$ cat src/design/apsfe_pkg.sv
package apsfe_pkg;

  localparam int SAMPLE_W       = 16;
  localparam int BYTE_W         = 8;
  localparam int LEN_W          = 4;
  localparam int SAMPLE_BYTES   = 4;
  localparam int FRAME_BASE_LEN = 7;
  localparam int FRAME_MAX_LEN  = 11;

  // APB register map, one 32-bit register every four bytes
  localparam int APB_DATA_W = 32;
  localparam int APB_ADDR_W = 4;
  localparam int REG_IDX_W  = 2;

  localparam logic [REG_IDX_W-1:0] REG_START  = 2'd0;
  localparam logic [REG_IDX_W-1:0] REG_STOP   = 2'd1;
  localparam logic [REG_IDX_W-1:0] REG_ESCAPE = 2'd2;
  localparam logic [REG_IDX_W-1:0] REG_TYPE   = 2'd3;

  localparam logic [BYTE_W-1:0] START_RESET  = 8'd126;
  localparam logic [BYTE_W-1:0] STOP_RESET   = 8'd127;
  localparam logic [BYTE_W-1:0] ESCAPE_RESET = 8'd125;
  localparam logic [BYTE_W-1:0] TYPE_RESET   = 8'd13;

  localparam int QUEUE_DEPTH_DEF = 2;

  typedef struct packed {
    logic [BYTE_W-1:0] start_marker;
    logic [BYTE_W-1:0] stop_marker;
    logic [BYTE_W-1:0] escape_marker;
    logic [BYTE_W-1:0] frame_type;
  } cfg_t;

  // One classified sample pair: the four data bytes in send order, which of
  // them need an escape, and the resulting frame length.
  typedef struct packed {
    logic [SAMPLE_BYTES-1:0][BYTE_W-1:0] data;
    logic [SAMPLE_BYTES-1:0]             esc;
    logic [LEN_W-1:0]                    len;
  } desc_t;

endpackage

$ cat src/design/apsfe_ifs.sv
interface apsfe_sample_if
  import apsfe_pkg::*;
();
  logic                valid;
  logic                ready;
  logic [SAMPLE_W-1:0] first_sample;
  logic [SAMPLE_W-1:0] second_sample;

  modport source (output valid, first_sample, second_sample, input ready);
  modport sink   (input valid, first_sample, second_sample, output ready);
endinterface

interface apsfe_byte_if
  import apsfe_pkg::*;
();
  logic              valid;
  logic              ready;
  logic [BYTE_W-1:0] out_byte;
  logic              last_byte;
  logic [LEN_W-1:0]  frame_length;

  modport source (output valid, out_byte, last_byte, frame_length, input ready);
  modport sink   (input valid, out_byte, last_byte, frame_length, output ready);
endinterface

$ cat src/design/apsfe_front.sv
module apsfe_front
  import apsfe_pkg::*;
(
  input  logic          clk,
  input  logic          rst,
  input  cfg_t          cfg,
  apsfe_sample_if.sink  samples,
  output logic          desc_valid,
  output desc_t         desc,
  input  logic          desc_ready
);

  logic [SAMPLE_BYTES-1:0][BYTE_W-1:0] bytes;
  logic [SAMPLE_BYTES-1:0]             esc;
  desc_t                               desc_next;
  logic                                take;

  // first sample high byte goes out first
  assign bytes = {samples.second_sample[7:0], samples.second_sample[15:8],
                  samples.first_sample[7:0],  samples.first_sample[15:8]};

  always_comb begin
    for (int i = 0; i < SAMPLE_BYTES; i++) begin
      esc[i] = (bytes[i] == cfg.start_marker) || (bytes[i] == cfg.stop_marker) ||
               (bytes[i] == cfg.escape_marker);
    end
    desc_next.data = bytes;
    desc_next.esc  = esc;
    desc_next.len  = LEN_W'(FRAME_BASE_LEN) + LEN_W'($countones(esc));
  end

  assign samples.ready = !desc_valid || desc_ready;
  assign take          = samples.valid && samples.ready;

  always_ff @(posedge clk) begin
    if (rst) begin
      desc_valid <= 1'b0;
    end else if (samples.ready) begin
      desc_valid <= samples.valid;
    end
    if (take) begin
      desc <= desc_next;
    end
  end

`ifndef SYNTHESIS
  a_len_range: assert property (@(posedge clk) disable iff (rst)
    desc_valid |-> (desc.len >= LEN_W'(FRAME_BASE_LEN)) &&
                   (desc.len <= LEN_W'(FRAME_MAX_LEN)) &&
                   (desc.len == LEN_W'(FRAME_BASE_LEN) + LEN_W'($countones(desc.esc))))
    else $error("front: frame length out of range");
`endif

endmodule

$ cat src/design/apsfe_queue.sv
module apsfe_queue
  import apsfe_pkg::*;
#(
  parameter int DEPTH = QUEUE_DEPTH_DEF
) (
  input  logic  clk,
  input  logic  rst,
  input  logic  wr_valid,
  input  desc_t wr_desc,
  output logic  wr_ready,
  output logic  rd_valid,
  output desc_t rd_desc,
  input  logic  rd_pop
);

  localparam int PTR_W = (DEPTH > 1) ? $clog2(DEPTH) : 1;
  localparam int CNT_W = $clog2(DEPTH + 1);

  desc_t            slots [DEPTH];
  logic [PTR_W-1:0] wr_ptr;
  logic [PTR_W-1:0] rd_ptr;
  logic [CNT_W-1:0] count;
  logic             push;
  logic             pop;

  assign wr_ready = (count != CNT_W'(DEPTH));
  assign rd_valid = (count != '0);
  assign rd_desc  = slots[rd_ptr];
  assign push     = wr_valid && wr_ready;
  assign pop      = rd_pop && rd_valid;

  always_ff @(posedge clk) begin
    if (rst) begin
      wr_ptr <= '0;
      rd_ptr <= '0;
      count  <= '0;
    end else begin
      if (push) begin
        wr_ptr <= (wr_ptr == PTR_W'(DEPTH - 1)) ? '0 : wr_ptr + 1'b1;
      end
      if (pop) begin
        rd_ptr <= (rd_ptr == PTR_W'(DEPTH - 1)) ? '0 : rd_ptr + 1'b1;
      end
      if (push && !pop) begin
        count <= count + 1'b1;
      end else if (pop && !push) begin
        count <= count - 1'b1;
      end
    end
    if (push) begin
      slots[wr_ptr] <= wr_desc;
    end
  end

`ifndef SYNTHESIS
  a_no_overfill: assert property (@(posedge clk) disable iff (rst)
    (count == CNT_W'(DEPTH)) && !pop |=> (count == CNT_W'(DEPTH)) && !$past(push))
    else $error("queue: write taken while full");
`endif

endmodule

$ cat src/design/apsfe_back.sv
module apsfe_back
  import apsfe_pkg::*;
(
  input  logic         clk,
  input  logic         rst,
  input  cfg_t         cfg,
  input  logic         q_valid,
  input  desc_t        q_desc,
  output logic         q_pop,
  apsfe_byte_if.source frame
);

  typedef enum logic [2:0] {
    P_START,
    P_TYPE,
    P_DATA,
    P_INV,
    P_STOP
  } pos_t;

  pos_t              pos;
  pos_t              pos_next;
  logic [1:0]        idx;
  logic [1:0]        idx_next;
  logic [BYTE_W-1:0] gen_byte;
  logic              gen_last;
  logic              load;

  // hold the output word until taken; refill it in the same cycle
  assign load  = !frame.valid || frame.ready;
  assign q_pop = load && q_valid && (pos == P_STOP);

  always_comb begin
    gen_byte = cfg.start_marker;
    gen_last = 1'b0;
    pos_next = pos;
    idx_next = idx;
    unique case (pos)
      P_START: begin
        gen_byte = cfg.start_marker;
        pos_next = P_TYPE;
      end
      P_TYPE: begin
        gen_byte = cfg.frame_type;
        pos_next = P_DATA;
        idx_next = '0;
      end
      P_DATA: begin
        if (q_desc.esc[idx]) begin
          gen_byte = cfg.escape_marker;
          pos_next = P_INV;
        end else begin
          gen_byte = q_desc.data[idx];
          pos_next = (idx == 2'(SAMPLE_BYTES - 1)) ? P_STOP : P_DATA;
          idx_next = idx + 1'b1;
        end
      end
      P_INV: begin
        gen_byte = ~q_desc.data[idx];
        pos_next = (idx == 2'(SAMPLE_BYTES - 1)) ? P_STOP : P_DATA;
        idx_next = idx + 1'b1;
      end
      P_STOP: begin
        gen_byte = cfg.stop_marker;
        gen_last = 1'b1;
        pos_next = P_START;
      end
      default: begin
        pos_next = P_START;
      end
    endcase
  end

  always_ff @(posedge clk) begin
    if (rst) begin
      pos         <= P_START;
      idx         <= '0;
      frame.valid <= 1'b0;
    end else if (load) begin
      frame.valid <= q_valid;
      if (q_valid) begin
        pos <= pos_next;
        idx <= idx_next;
      end
    end
    if (load && q_valid) begin
      frame.out_byte     <= gen_byte;
      frame.last_byte    <= gen_last;
      frame.frame_length <= q_desc.len;
    end
  end

`ifndef SYNTHESIS
  a_head_held: assert property (@(posedge clk) disable iff (rst)
    (pos != P_START) |-> q_valid)
    else $error("back: queue head lost mid-frame");

  a_len_steady: assert property (@(posedge clk) disable iff (rst)
    frame.valid && frame.ready && !frame.last_byte |=>
      frame.valid && (frame.frame_length == $past(frame.frame_length)))
    else $error("back: gap or length change inside a frame");

  a_last_is_stop: assert property (@(posedge clk) disable iff (rst)
    frame.valid && frame.last_byte |-> (frame.out_byte == cfg.stop_marker))
    else $error("back: last word is not the stop marker");
`endif

endmodule

$ cat src/design/adc_pair_stuffed_frame_encoder_top.sv
// Sample-pair frame encoder. Each word on the samples channel (two 16-bit ADC
// results) becomes one byte frame on the frame channel: start marker, frame
// type, the four sample bytes high byte first and first sample first, then
// the stop marker. A sample byte that equals the start, stop or escape marker
// goes out as the escape marker followed by the inverted byte; the type byte
// is never escaped. Frames are 7 to 11 bytes (7 plus one per escaped byte),
// and every byte carries the frame length and a last flag set on the stop
// marker. The output runs at one byte per cycle while the receiver is
// ready, paced by the single output byte register; frames follow each other
// back to back when the next pair is already queued. The front stage
// registers a classified sample pair, and a small queue (QUEUE_DEPTH words)
// lets it take the next pair while the back end is still sending. Markers
// and type are set over APB at byte addresses 0x0 (start), 0x4 (stop), 0x8
// (escape) and 0xC (type); write them only while no frame is in flight.
module adc_pair_stuffed_frame_encoder_top
  import apsfe_pkg::*;
#(
  parameter int QUEUE_DEPTH = QUEUE_DEPTH_DEF
) (
  input  logic                  clk,
  input  logic                  rst,
  apsfe_sample_if.sink          samples,
  apsfe_byte_if.source          frame,
  input  logic                  psel,
  input  logic                  penable,
  input  logic                  pwrite,
  input  logic [APB_ADDR_W-1:0] paddr,
  input  logic [APB_DATA_W-1:0] pwdata,
  output logic [APB_DATA_W-1:0] prdata,
  output logic                  pready
);

  cfg_t                 cfg;
  logic                 reg_write;
  logic [REG_IDX_W-1:0] reg_idx;
  logic                 desc_valid;
  desc_t                desc;
  logic                 desc_ready;
  logic                 q_valid;
  desc_t                q_desc;
  logic                 q_pop;

  // APB: zero wait states, register selected by the word address
  assign pready    = 1'b1;
  assign reg_idx   = paddr[APB_ADDR_W-1:APB_ADDR_W-REG_IDX_W];
  assign reg_write = psel && penable && pwrite && pready;

  always_ff @(posedge clk) begin
    if (rst) begin
      cfg.start_marker  <= START_RESET;
      cfg.stop_marker   <= STOP_RESET;
      cfg.escape_marker <= ESCAPE_RESET;
      cfg.frame_type    <= TYPE_RESET;
    end else if (reg_write) begin
      unique case (reg_idx)
        REG_START:  cfg.start_marker  <= pwdata[BYTE_W-1:0];
        REG_STOP:   cfg.stop_marker   <= pwdata[BYTE_W-1:0];
        REG_ESCAPE: cfg.escape_marker <= pwdata[BYTE_W-1:0];
        REG_TYPE:   cfg.frame_type    <= pwdata[BYTE_W-1:0];
        default: ;
      endcase
    end
  end

  // return the selected register, zero-extended
  always_comb begin
    unique case (reg_idx)
      REG_START:  prdata = APB_DATA_W'(cfg.start_marker);
      REG_STOP:   prdata = APB_DATA_W'(cfg.stop_marker);
      REG_ESCAPE: prdata = APB_DATA_W'(cfg.escape_marker);
      REG_TYPE:   prdata = APB_DATA_W'(cfg.frame_type);
      default:    prdata = '0;
    endcase
  end

  // classify each sample byte and work out the frame length
  apsfe_front u_front (
    .clk        (clk),
    .rst        (rst),
    .cfg        (cfg),
    .samples    (samples),
    .desc_valid (desc_valid),
    .desc       (desc),
    .desc_ready (desc_ready)
  );

  // decouple intake from byte output
  apsfe_queue #(
    .DEPTH (QUEUE_DEPTH)
  ) u_queue (
    .clk      (clk),
    .rst      (rst),
    .wr_valid (desc_valid),
    .wr_desc  (desc),
    .wr_ready (desc_ready),
    .rd_valid (q_valid),
    .rd_desc  (q_desc),
    .rd_pop   (q_pop)
  );

  // one byte per cycle unless stalled; drop the queue head after the stop marker
  apsfe_back u_back (
    .clk     (clk),
    .rst     (rst),
    .cfg     (cfg),
    .q_valid (q_valid),
    .q_desc  (q_desc),
    .q_pop   (q_pop),
    .frame   (frame)
  );

endmodule

$ cat src/flat_wrapper.sv
// flat-port wrapper written by rule: the top's interface ports become plain ports
module adc_pair_stuffed_frame_encoder_top_flat import apsfe_pkg::*;
#(
  parameter int QUEUE_DEPTH = QUEUE_DEPTH_DEF
)
  (clk, rst, psel, penable, pwrite, paddr, pwdata, prdata, pready, samples_valid, samples_first_sample, samples_second_sample, samples_ready, frame_valid, frame_out_byte, frame_last_byte, frame_frame_length, frame_ready);
  apsfe_sample_if samples_i ();
  apsfe_byte_if frame_i ();
  input  logic clk;
  input  logic rst;
  input  logic psel;
  input  logic penable;
  input  logic pwrite;
  input  logic [APB_ADDR_W-1:0] paddr;
  input  logic [APB_DATA_W-1:0] pwdata;
  output logic [APB_DATA_W-1:0] prdata;
  output logic pready;
  input wire logic [$bits(samples_i.valid)-1:0] samples_valid;
  input wire logic [$bits(samples_i.first_sample)-1:0] samples_first_sample;
  input wire logic [$bits(samples_i.second_sample)-1:0] samples_second_sample;
  output wire logic [$bits(samples_i.ready)-1:0] samples_ready;
  output wire logic [$bits(frame_i.valid)-1:0] frame_valid;
  output wire logic [$bits(frame_i.out_byte)-1:0] frame_out_byte;
  output wire logic [$bits(frame_i.last_byte)-1:0] frame_last_byte;
  output wire logic [$bits(frame_i.frame_length)-1:0] frame_frame_length;
  input wire logic [$bits(frame_i.ready)-1:0] frame_ready;
  assign samples_i.valid = samples_valid;
  assign samples_i.first_sample = samples_first_sample;
  assign samples_i.second_sample = samples_second_sample;
  assign samples_ready = samples_i.ready;
  assign frame_valid = frame_i.valid;
  assign frame_out_byte = frame_i.out_byte;
  assign frame_last_byte = frame_i.last_byte;
  assign frame_frame_length = frame_i.frame_length;
  assign frame_i.ready = frame_ready;
  adc_pair_stuffed_frame_encoder_top #(.QUEUE_DEPTH(QUEUE_DEPTH)) u_core (.clk(clk), .rst(rst), .samples(samples_i), .frame(frame_i), .psel(psel), .penable(penable), .pwrite(pwrite), .paddr(paddr), .pwdata(pwdata), .prdata(prdata), .pready(pready));
endmodule
$ cat config.mk
export PLATFORM = sky130hd
export DESIGN_NAME = adc_pair_stuffed_frame_encoder_top_flat
export DESIGN_NICKNAME = d
export VERILOG_FILES = /design/src/design/apsfe_pkg.sv /design/src/design/apsfe_ifs.sv /design/src/design/apsfe_front.sv /design/src/design/apsfe_queue.sv /design/src/design/apsfe_back.sv /design/src/design/adc_pair_stuffed_frame_encoder_top.sv /design/src/flat_wrapper.sv
export SDC_FILE = /design/constraint.sdc
export NUM_CORES = 1
export LEC_CHECK = 0
export ABC_AREA = 1
export BUFFER_PORTS_ARGS = -buffer_cell sky130_fd_sc_hd__buf_4
export CORE_ASPECT_RATIO = 1.25
export CORE_UTILIZATION = 51
export DETAILED_ROUTE_END_ITERATION = 8
export PLACE_DENSITY = 0.83
export SETUP_SLACK_MARGIN = 0.3
export SYNTH_ARGS = -nofsm -noshare
export SYNTH_HDL_FRONTEND = slang
export SYNTH_SLANG_ARGS = --single-unit
$ cat constraint.sdc
create_clock -name clk -period 3.29 [get_ports clk]
set_input_delay 0.658 -clock clk [delete_from_list [all_inputs] [get_ports clk]]
set_output_delay 0.658 -clock clk [all_outputs]
set_load 0.02 [all_outputs]
==> metrics.md <==
| Metric | Value |
|---|---|
| CP Data Required Time | `between 3000 and 4000 ps` |
| Initial antenna violation count | `0` |
| P&R area growth vs syn | `13.1%` |
| Most common cell after layout, fill and taps aside | `nand2_1` |
| Number of global-route vias before repair | `6,607` |
| GRT Overall Usage | `24.8%` |
| GR Overflow Total | `0` |
| Rel. slew slack | `a little over half` |
| Leak pwr | `roughly 4.3 nW` |
| Worst Skew | `14.3 ps` |
| Post-cts sizing count | `0` |
| Critical-path maximum fanout | `6` |
| Clock buffer depth | `2` |
| Slew Limit Fails | `0` |
| Full die area | `18,100 sq um` |
| Crit Path Class | `reg2reg` |
| Via count | `about 6,800` |
| Synth area leaders | `edfxtp_1 45%, nand2_1 10%, dfxtp_1 9.8%` |
| Hold_buf cts | `0` |
| Total power | `about 5.3 mW` |
| Vias per inst | `~5.4` |
| CTS tree | `built` |
| Largest net degree at the start of global routing | `slightly above 40` |
| Die height | `about 150 um` |
| Ratio of cells with drive above 1 in the final layout | `14.5%` |
| CTS sink cnt | `177` |
| Starting Density | `between 50% and 60%` |
| FF/Latch Area | `4870 sq um` |
| TNS Setup | `0 ps` |
| Cell variety after synth | `43` |
| Row cnt | `53` |
| Multi-input logic area | `about 3200 sq um` |
| Yosys warnings | `0` |
| Worst EP arrival | `between 2000 and 3000 ps` |
| TritonCTS Buffers | `17` |
| Peak VDD IR | `0.335 mV` |
| Yosys top cell area share | `44.6%` |
| Fin util | `about three fifths` |
| Status | `complete, no violations` |
| Final ANT Viol Nets | `0` |
| Fillers | `approximately 1,400` |
| Post-Layout Inst Area | `approximately 10,000 sq um` |
| Diode count | `0` |
| Commonest non-fill, non-tap cells in the layout | `248 x nand2_1, 133 x edfxtp_1, 131 x inv_1` |
| First-pass GRT wire length | `between 30,000 and 40,000 um` |
| RSZ-0062 raised after global routing | `no` |
| # IOs | `around 120` |
| Max Cap Viol | `0` |
| Post-DP Area | `about 9500 sq um` |
| Placeable Area | `17,000 sq um` |
| Post-CTS setup buffers | `0` |
| Max H-tree Level | `4` |
| Type of origin of the critical path | `flop` |
| Final wirelength | `between 20,000 and 25,000 um` |
| Synth Instances | `between 900 and 1,000` |
| 1st-pass router iterations | `6` |
| Syn Std Cell Area | `a little under 9000 sq um` |
| Min Tclk post-route | `approximately 2800 ps` |
| Cell Count, Final, Fillers Out | `between 1,000 and 1,500` |
| PD cells | `a little over 500 nW/um^2` |
| Least-Margin Pin Slew | `a little over 700 ps` |
| Sequential element share of the synthesized area | `between 50% and 60%` |
| Wire per inst | `17.1 um` |
| Critical Path Sink Type | `flop` |
| Later-pin clock latency in the skew report | `roughly 430 ps` |
| Final Hold Viols | `0` |
| Die W | `around 120 um` |
| Clock root buffer | `clkbuf_16` |
| Avg Cell Area, Syn | `9.20 sq um` |
| Fmax | `between 300 and 400 MHz` |
| Final nets | `between 1,000 and 1,500` |
| Routability congestion estimate | `approximately 0.92` |
| Clk slew on worst S/H paths | `approximately 70 ps` |
| FF+latch count, synth | `about 180` |
| Number of instances in the placed design | `~1,200` |
| Final setup fails | `0` |
| # DRC | `0` |
| Estimated wirelength of the detail-placed design | `~15,000 um` |
| Cell taking the most area after synthesis | `edfxtp_1` |
| IO Port Bufs | `around 70` |
| Hold Crit Class | `in2reg` |
| Final period util | `approximately 84%` |
| DR iter-0 viols | `614` |
-- through the flow --
| step | hold WS (ps) | worst slack [ps] |
|---|---|---|
| after detailed placement | 430 | 375 |
| after CTS | 440 | 566 |
| after floorplan | 421 | 621 |
| after global routing | 448 | 377 |
| after global placement | 422 | 408 |
| final | 445 | 518 |
-- flip-flops by register name (all words and copies together) (netlist names), named ones only --
name                              count
u_core.u_back.frame.frame_length      4
u_core.u_back.pos                     3
u_core.u_back.frame.out_byte          8
u_core.u_back.frame.last_byte         1
u_core.u_front.desc_valid             1
u_core.u_queue.rd_ptr                 1
u_core.cfg                           32
u_core.u_queue.count                  2
u_core.u_queue.slots                 80
u_core.u_queue.wr_ptr                 1
u_core.u_back.idx                     2
u_core.u_front.desc                  40
u_core.u_back.frame.valid             1
-- critical path, cell delays in order, from the launching register on --
cell and delay [ps]:
dfxtp_1 560, xnor2_1 190, nand2_1 90, nor4_1 300
nand2_1 90, nand3_1 140, inv_1 80, ha_1 280
inv_1 50, fa_1 480, inv_1 110, ha_1 140
inv_1 30
-- final cells by class --
type	instances	share of cell area, %
repair buffers	81	6.01
well taps	220	2.72
multi-input cells	615	32.0
flip-flops and latches	177	48.2
clock inverters	15	1.66
inverters	140	5.22
clock buffers	17	4.20
-- cells by family (layout without fill, tap and decap cells) --
logic type,Yosys count,count (layout),share of synthesized area [%]
simple gates,448,448,22.8
buf+inv,203,253,10.4
flops,177,177,54.5
xor+xnor,69,69,6.76
compound gates,67,67,4.57
fa+ha+maj,6,6,0.923
other cells,2,25,0.0839
-- routing by layer --
metal,wire length (um),global-route usage [%],part of all wire [%],vias up
met5,0,0,0,-
met4,817,11.0,3.8,0
met3,1300,3.58,6.0,62
met2,10900,42.7,50,332
met1,8640,30.9,40,3214
li1,-,-,-,3229
-- power by group --
part	leakage (nW)	internal, mW	switching (mW)
clock network	0.291	1.02	0.967
registers	1.59	2.53	0.0608
logic	2.47	0.225	0.453
-- path summary, 6_finish.rpt --
check	startpoint	cells after the start	slack, ps	endpoint
max	u_core.cfg[17]	12	520	u_core.u_front.desc[3]
min	rst	2	440	u_core.u_back.pos[2]
max reg2reg	u_core.cfg[17]	12	520	u_core.u_front.desc[3]
min reg2reg	u_core.u_front.desc[4]	0	440	u_core.u_queue.slots[1][4]
-- synth_stat cells (all sizes together) --
cell type and count:
ha 5, o211ai 17, nor3b 1, o2111ai 3
nor3 18, nor2 60, clkbuf 21, a221oi 2
nor4 8, nand2 253, or2 5, edfxtp 133
a21boi 2, a21oi 19, conb 2, inv 138
nand3 87, nand3b 2, fa 1, o21ai 21
clkinv 2, dfxtp 44, xor2 43, xnor2 26
o22ai 3, buf 42, nand4 14
(Power assumes the default switching activity.)
